### src/rtl/bgc_pkg.sv
// ----------------------------------------------------------------------------
// bgc_pkg
// Constants for the button gesture classifier.
// ----------------------------------------------------------------------------
package bgc_pkg;

   localparam int unsigned CFG_BITS   = 16;
   localparam int unsigned INDEX_BITS = 8;
   localparam int unsigned COUNT_BITS = 3;

   typedef logic [CFG_BITS-1:0]   cfg_type;
   typedef logic [INDEX_BITS-1:0] index_type;
   typedef logic [COUNT_BITS-1:0] count_type;

   // Register indexes on the configuration port.
   localparam index_type REG_LONG_PRESS = 8'd0;
   localparam index_type REG_CLICK_MIN  = 8'd1;
   localparam index_type REG_CLICK_MAX  = 8'd2;
   localparam index_type REG_SETTLE     = 8'd3;

   // Register reset values.
   localparam cfg_type LONG_RESET   = 16'd850;
   localparam cfg_type CMIN_RESET   = 16'd50;
   localparam cfg_type CMAX_RESET   = 16'd300;
   localparam cfg_type SETTLE_RESET = 16'd300;

   // Click counting limits.
   localparam count_type COUNT_MAX  = 3'd7;
   localparam count_type DOUBLE_MIN = 3'd2;
   localparam count_type DOUBLE_MAX = 3'd5;

endpackage

### src/rtl/button_gesture_classifier.sv
// ----------------------------------------------------------------------------
// button_gesture_classifier
// Classifies press and release ticks into single, double and long presses.
// ----------------------------------------------------------------------------
//
//  channel   handshake              payload
//  req       req_valid / req_ready  req_press_event, req_release_event
//  rsp       rsp_valid / rsp_ready  rsp_single_click, rsp_double_click,
//                                   rsp_long_press
//  csr       csr_valid / csr_ready  csr_index, csr_data
//
// Every req beat yields one rsp beat in the next cycle; the state update and
// the result come from chained compares on the tick counter and stamps.
// A new beat is taken every cycle as long as the result register is empty or
// drained in the same cycle, so the sustained rate is one tick per cycle.
// Synchronous reset clears the counter, stamps, count and result valid flag
// and loads the register defaults. csr_ready is always high.
// ----------------------------------------------------------------------------
module button_gesture_classifier
   import bgc_pkg::*;
#(
   parameter int unsigned TIME_BITS = 32
) (
   input  logic            clock,
   input  logic            reset,

   input  logic            req_valid,
   output logic            req_ready,
   input  logic            req_press_event,
   input  logic            req_release_event,

   output logic            rsp_valid,
   input  logic            rsp_ready,
   output logic            rsp_single_click,
   output logic            rsp_double_click,
   output logic            rsp_long_press,

   input  logic            csr_valid,
   output logic            csr_ready,
   input  index_type       csr_index,
   input  cfg_type         csr_data
);

   typedef logic [TIME_BITS-1:0] time_type;

   cfg_type   long_ticks_ff, cmin_ticks_ff, cmax_ticks_ff, settle_ticks_ff;
   time_type  tick_time_ff, press_stamp_ff, release_stamp_ff;
   logic      long_armed_ff;
   count_type click_count_ff;

   logic      rsp_valid_ff, single_ff, double_ff, long_ff;

   time_type  press_stamp_in, release_stamp_in;
   logic      long_armed_in;
   count_type click_count_in;
   logic      single_in, double_in, long_in;

   time_type  held, hold, quiet;
   logic      accept;

   assign req_ready = !rsp_valid_ff || rsp_ready;
   assign accept    = req_valid && req_ready;
   assign csr_ready = 1'b1;

   always_comb begin
      press_stamp_in   = press_stamp_ff;
      release_stamp_in = release_stamp_ff;
      long_armed_in    = long_armed_ff;
      click_count_in   = click_count_ff;
      single_in        = 1'b0;
      double_in        = 1'b0;
      long_in          = 1'b0;

      if (req_press_event) begin
         press_stamp_in = tick_time_ff;
         long_armed_in  = 1'b1;
      end

      held = tick_time_ff - press_stamp_in;
      if (long_armed_in && (held > time_type'(long_ticks_ff))) begin
         long_in       = 1'b1;
         long_armed_in = 1'b0;
      end

      // The hold at release is the same span as the one tested above.
      hold = held;
      if (req_release_event) begin
         release_stamp_in = tick_time_ff;
         if ((hold > time_type'(cmin_ticks_ff)) && (hold < time_type'(cmax_ticks_ff))) begin
            long_armed_in = 1'b0;
            if (click_count_in != COUNT_MAX) begin
               click_count_in = click_count_in + count_type'(1);
            end
         end
      end

      quiet = tick_time_ff - release_stamp_in;
      if (quiet >= time_type'(settle_ticks_ff)) begin
         single_in      = (click_count_in == count_type'(1));
         double_in      = (click_count_in >= DOUBLE_MIN) && (click_count_in <= DOUBLE_MAX);
         click_count_in = '0;
      end
   end

   always_ff @(posedge clock) begin
      if (reset) begin
         tick_time_ff     <= '0;
         press_stamp_ff   <= '0;
         release_stamp_ff <= '0;
         long_armed_ff    <= 1'b0;
         click_count_ff   <= '0;
      end else if (accept) begin
         tick_time_ff     <= tick_time_ff + time_type'(1);
         press_stamp_ff   <= press_stamp_in;
         release_stamp_ff <= release_stamp_in;
         long_armed_ff    <= long_armed_in;
         click_count_ff   <= click_count_in;
      end
   end

   always_ff @(posedge clock) begin
      if (reset) begin
         long_ticks_ff   <= LONG_RESET;
         cmin_ticks_ff   <= CMIN_RESET;
         cmax_ticks_ff   <= CMAX_RESET;
         settle_ticks_ff <= SETTLE_RESET;
      end else if (csr_valid) begin
         case (csr_index)
            REG_LONG_PRESS: long_ticks_ff   <= csr_data;
            REG_CLICK_MIN:  cmin_ticks_ff   <= csr_data;
            REG_CLICK_MAX:  cmax_ticks_ff   <= csr_data;
            REG_SETTLE:     settle_ticks_ff <= csr_data;
            default: ;
         endcase
      end
   end

   always_ff @(posedge clock) begin
      if (reset) begin
         rsp_valid_ff <= 1'b0;
      end else if (accept) begin
         rsp_valid_ff <= 1'b1;
      end else if (rsp_ready) begin
         rsp_valid_ff <= 1'b0;
      end
   end

   always_ff @(posedge clock) begin
      if (accept) begin
         single_ff <= single_in;
         double_ff <= double_in;
         long_ff   <= long_in;
      end
   end

   assign rsp_valid        = rsp_valid_ff;
   assign rsp_single_click = single_ff;
   assign rsp_double_click = double_ff;
   assign rsp_long_press   = long_ff;

endmodule

### config.mk
export PLATFORM = sky130hd
export DESIGN_NAME = button_gesture_classifier
export DESIGN_NICKNAME = d
export VERILOG_FILES = /design/src/rtl/bgc_pkg.sv /design/src/rtl/button_gesture_classifier.sv
export SDC_FILE = /design/constraint.sdc
export NUM_CORES = 1
export LEC_CHECK = 0
export ABC_AREA = 1
export BUFFER_PORTS_ARGS = -buffer_cell sky130_fd_sc_hd__buf_2
export CORE_MARGIN = 2
export CORE_UTILIZATION = 60
export DETAILED_ROUTE_END_ITERATION = 16
export HOLD_SLACK_MARGIN = 0.08
export PLACE_DENSITY = 0.77
export SETUP_SLACK_MARGIN = 0.05
export SLEW_MARGIN = 30
export SYNTH_ARGS = -nofsm -noshare
export SYNTH_HDL_FRONTEND = slang
export SYNTH_SLANG_ARGS = --single-unit
### constraint.sdc
create_clock -name clock -period 4.4 [get_ports clock]
set_clock_uncertainty 0.05 [all_clocks]
set_input_delay 0.44 -clock clock [delete_from_list [all_inputs] [get_ports clock]]
set_output_delay 0.44 -clock clock [all_outputs]
set_load 0.005 [all_outputs]
==> results_tabular.tex <==
\begin{tabular}{lr}
\hline
Metric & Value \\
\hline
\multicolumn{2}{l}{\textbf{Layout}} \\
\quad Combined flip-flop and latch cell area & about 3400 um\^{}2 \\
\quad Layout cell share with drive strength beyond 1 & around 7.7\% \\
\quad Count of nets after finishing & approximately 2.4k \\
\quad Post-route insts no fill & roughly 2.5k \\
\quad Area delta synth->final & 8.81\% \\
\quad Util after Layout & approximately two thirds \\
\quad Total area of multi-input combinational cells & 8670 um\^{}2 \\
\quad Fill cells & roughly 2.1k \\
\multicolumn{2}{l}{\textbf{Clock network}} \\
\quad Clock sink count & between 150 and 200 \\
\quad Total clock buffers created by CTS & 17 \\
\quad Root buf cell & sky130\_fd\_sc\_hd\_\_clkbuf\_16 \\
\quad Clock tree from TritonCTS & done \\
\quad Buffer levels on the longest clock path & 2 \\
\quad Insertion delay of the later-clocked pin in the worst-skew pair & approximately 440 ps \\
\quad H-tree level count & 4 \\
\quad CTS Hold Buffers Added & 0 \\
\quad Clock edge transition at the registers on the reported setup and hold paths & 80 ps \\
\multicolumn{2}{l}{\textbf{GRT}} \\
\quad Global-route wire length before repair & a little over 60000 um \\
\quad Number of antenna violations at the first check in global routing & 2 \\
\quad Number of global-route vias before repair & around 13k \\
\quad Overall overflow remaining after global route & 0 \\
\quad Global routing usage summed across all routing layers & approximately a third \\
\quad Maximum number of pins on one net before global-route repair & 79 \\
\multicolumn{2}{l}{\textbf{Timing}} \\
\quad Worst slew margin relative to its limit & about 40\% \\
\quad Upper clock frequency limit & $\sim$0.24 GHz \\
\quad Max-slew violation count & 0 \\
\quad Worst Slack Setup Final & $\sim$270 ps \\
\quad Slew @ Worst Pin & roughly 900 ps \\
\quad Setup violators final & 0 \\
\quad Final worst-path cycle share & 94.0\% \\
\quad Min cycle time layout & a little over 4000 ps \\
\quad Unrepaired setup endpoints after global routing & no \\
\quad Accumulated negative setup slack & 0 ps \\
\quad Hold Vio Cnt, Final & 0 \\
\multicolumn{2}{l}{\textbf{Pwr}} \\
\quad Power per Cell Area & between 200 and 300 nW/um\^{}2 \\
\quad Static Leak & between 7 and 8 nW \\
\quad Maximum vdd ir drop & $\sim$0.26 mV \\
\multicolumn{2}{l}{\textbf{Worst setup path}} \\
\quad Critical path's most frequent cell & sky130\_fd\_sc\_hd\_\_nand2\_1 \\
\quad Slowest-stage cell, CP & sky130\_fd\_sc\_hd\_\_fa\_1 \\
\quad Arrival time at the worst endpoint & between 4000 and 5000 ps \\
\quad Critical path endpoint category & flop \\
\quad Type of element launching the critical path & flop \\
\quad Biggest fanout along the worst timing path & 5 \\
\quad Cell breakdown of the critical path & inv\_1 -> nand2\_1 -> o21ai\_0 -> inv\_1 -> fa\_1 -> inv\_1 -> nand2\_1 -> nand2\_1 -> and2\_1 -> xor2\_1 -> ha\_1 -> nand2\_1 -> nor2\_1 -> nand3\_1 -> o21ai\_0 -> a31oi\_1 -> nand2\_1 -> nor2\_2 -> buf\_4 -> nand4\_1 -> nand2\_1 -> nand2\_2 -> nor2\_2 -> nor2\_1 \\
\quad WP data required & about 4600 ps \\
\quad Minimum setup slack among reg-to-reg paths & 270 ps \\
\quad Depth of the most critical reg-to-reg path & 24 \\
\quad Kind of critical path & flop to flop \\
\quad CP max stage delay & between 400 and 500 ps \\
\quad Startpoint of the most critical register-to-register path & tick\_time\_ff[1] \\
\quad Reg-to-reg critical path endpoint & rsp\_double\_click \\
\multicolumn{2}{l}{\textbf{Drt}} \\
\quad First drt pass iteration count & 6 \\
\quad Routed wire length & between 30000 and 40000 um \\
\quad Per-cell via count in the routed design & roughly 5.5 \\
\quad DRT antenna net count & 0 \\
\quad Post-detailed-route DRC marker count & 0 \\
\quad Met1 Routed Length & between 15000 and 20000 um \\
\quad Routed vias & 13.7k \\
\quad Met3 wirelength from detailed routing & around 2400 um \\
\quad Highest metal used & met4 \\
\quad Average routed wire per standard cell & 15.4 um \\
\quad Detailed route wirelength on metal2 & approximately 17000 um \\
\quad Number of DRC violations after detailed-routing iteration 0 & around 1.1k \\
\multicolumn{2}{l}{\textbf{Floorplanning}} \\
\quad Die area & between 20000 and 25000 um\^{}2 \\
\quad Y dimension of the die & 154 um \\
\quad I/O pins & 37 \\
\quad Die extent in x & roughly 150 um \\
\quad Number of placement rows & 54 \\
\quad Initial core utilization & between 60\% and 70\% \\
\quad Core footprint & roughly 22000 um\^{}2 \\
\multicolumn{2}{l}{\textbf{Logic synthesis}} \\
\quad Most frequent cells after synthesis & sky130\_fd\_sc\_hd\_\_nand2\_1, sky130\_fd\_sc\_hd\_\_inv\_1, sky130\_fd\_sc\_hd\_\_nor2\_1 \\
\quad Post-synthesis instance area & between 10000 and 15000 um\^{}2 \\
\quad Mapped Avg Cell Area & 6.21 um\^{}2 \\
\quad Portion of synthesized cell area occupied by the leading cell type & between 20\% and 30\% \\
\quad Most area-hungry cell type in the Yosys netlist & sky130\_fd\_sc\_hd\_\_dfxtp\_1 \\
\quad Cell count after synthesis & 2176 \\
\quad Yosys warning total & 0 \\
\quad Most repeated cell in the gate-level netlist after synthesis & sky130\_fd\_sc\_hd\_\_nand2\_1 \\
\quad Number of synthesized flops with an enable pin & 3 \\
\quad Synth Flop Type & sky130\_fd\_sc\_hd\_\_dfxtp\_1 \\
\quad Post-Synthesis Net Count & 2338 \\
\quad Sequential cell area fraction in the yosys report & between 20 and 30\% \\
\quad Async SR Flop Fraction & 0\% \\
\quad Synth Register Bits & about 170 \\
\quad Distinct cell type count of the synthesized netlist & 48 \\
\quad Dominant cells by area after synthesis & sky130\_fd\_sc\_hd\_\_dfxtp\_1, sky130\_fd\_sc\_hd\_\_nand2\_1, sky130\_fd\_sc\_hd\_\_ha\_1 \\
\multicolumn{2}{l}{\textbf{Min path}} \\
\quad Hold WC Path Type & input pin to flop \\
\quad Launch point of the worst hold path & csr\_data[8] \\
\quad Endpoint of the worst hold path & cmin\_ticks\_ff[8] \\
\quad Hold Path Depth & 3 \\
\multicolumn{2}{l}{\textbf{Place}} \\
\quad Number of I/O port buffers & 35 \\
\quad HPWL after detailed placement & around 31000 um \\
\quad Placement Setup Slack & -295 ps \\
\quad Gp weighted congestion & a little under 1 \\
\quad DP Cell Count & between 2k and 2.5k \\
\multicolumn{2}{l}{\textbf{Run status}} \\
\quad Result of the run & completed \\
\multicolumn{2}{l}{\textbf{Flow run}} \\
\quad Max-capacitance violation count & 0 \\
\hline
\end{tabular}
-- through the flow --
| stage | instance area [um^2] | total power [mW] | hold slack [ps] |
|---|---|---|---|
| 4_1_cts | 14600 | 4.00 | 240 |
| 3_3_place_gp | 14000 | 2.46 | 389 |
| 3_5_place_dp | 14000 | 2.49 | 400 |
| 6_report | 14700 | 4.00 | 247 |
| 5_1_grt | 14700 | 4.20 | 277 |
| 2_1_floorplan | 13500 | 2.26 | 375 |
-- cell type report --
cell class / instances / area share (%)
Inverter: 352 / 9.00
Sequential cell: 168 / 23.1
Antenna cell: 1 / 0.0170
Tap cell: 280 / 2.38
Multi-Input combinational cell: 1597 / 59.0
Clock buffer: 17 / 2.89
Clock inverter: 15 / 1.16
Timing Repair Buffer: 60 / 2.49
-- worst max path at each step --
| stage | cells past startpoint | end | startpoint | slack [ps] |
|---|---|---|---|---|
| 2_1_floorplan | 26 | rsp_double_click | req_press_event | 440 |
| 3_3_place_gp | 25 | rsp_double_click | req_press_event | -190 |
| 3_5_place_dp | 25 | rsp_double_click | req_press_event | -290 |
| 4_1_cts | 25 | rsp_double_click | tick_time_ff[14] | 70 |
| 5_1_grt | 25 | rsp_single_click | tick_time_ff[10] | 30 |
| 6_report | 24 | rsp_double_click | tick_time_ff[1] | 270 |
-- registers in the layout (all words and copies together), names as in the netlist --
register          cells
cmin_ticks_ff        16
press_stamp_ff       32
release_stamp_ff     32
long_ticks_ff        16
rsp_valid             1
click_count_ff        3
long_armed_ff         1
rsp_long_press        1
settle_ticks_ff      16
tick_time_ff         32
rsp_single_click      1
cmax_ticks_ff        16
rsp_double_click      1
-- metal layers --
layer  global-route usage [%]  vias to the layer above
li1                         -                     7059
met1                     44.9                     6154
met2                     52.7                      391
met3                     5.10                       58
met4                     9.17                        0
met5                        0                        -
-- cell usage in the layout (no fill, tap or decap), drive strengths merged --
cell type	count
a211oi	63
a21boi	1
a21o	2
a21oi	149
a31oi	2
and2	5
buf	59
clkbuf	18
clkinv	7
conb	1
dfxtp	165
diode	1
edfxtp	3
fa	2
ha	129
inv	360
nand2	626
nand3	87
nand3b	9
nand4	29
nor2	226
nor3	35
nor3b	3
nor4	8
o2111ai	1
o211ai	17
o21a	9
o21ai	147
o21bai	5
o221ai	1
o31ai	1
or2	3
or3b	1
or4	1
xnor2	2
xor2	32
-- power breakdown --
group          total (mW)  switching (mW)  internal, mW
sequential           1.60          0.0238          1.58
clock                1.52           0.746         0.772
combinational       0.887           0.585         0.302
total                4.00            1.36          2.65
-- critical path: cells and delay by family, from the launching register on --
family	cells	cell delay (ps)
xor gates and xnor gates	1	310
buffers and inverters	4	570
and+or+nand+nor	14	1450
AOI/OAI and AO/OA	3	400
DFF	1	320
adders and majority gates	2	780
-- cells by family (layout without fill, tap and decap cells) --
kind of cell / Yosys count / after routing / synth area share, %
compound gates: 398 / 398 / 16.7
xor+xnor: 34 / 34 / 2.20
fa+ha+maj: 131 / 131 / 12.2
buf+inv: 411 / 444 / 11.5
flops: 168 / 168 / 25.1
other cells: 1 / 2 / 0.0278
simple gates: 1033 / 1033 / 32.3
-- what timing repair did --
item	CTS	global route
setup buffers	0	2
resized for setup	0	21
endpoints found under the setup margin	0	5
Power figures use the tool's default switching activity.
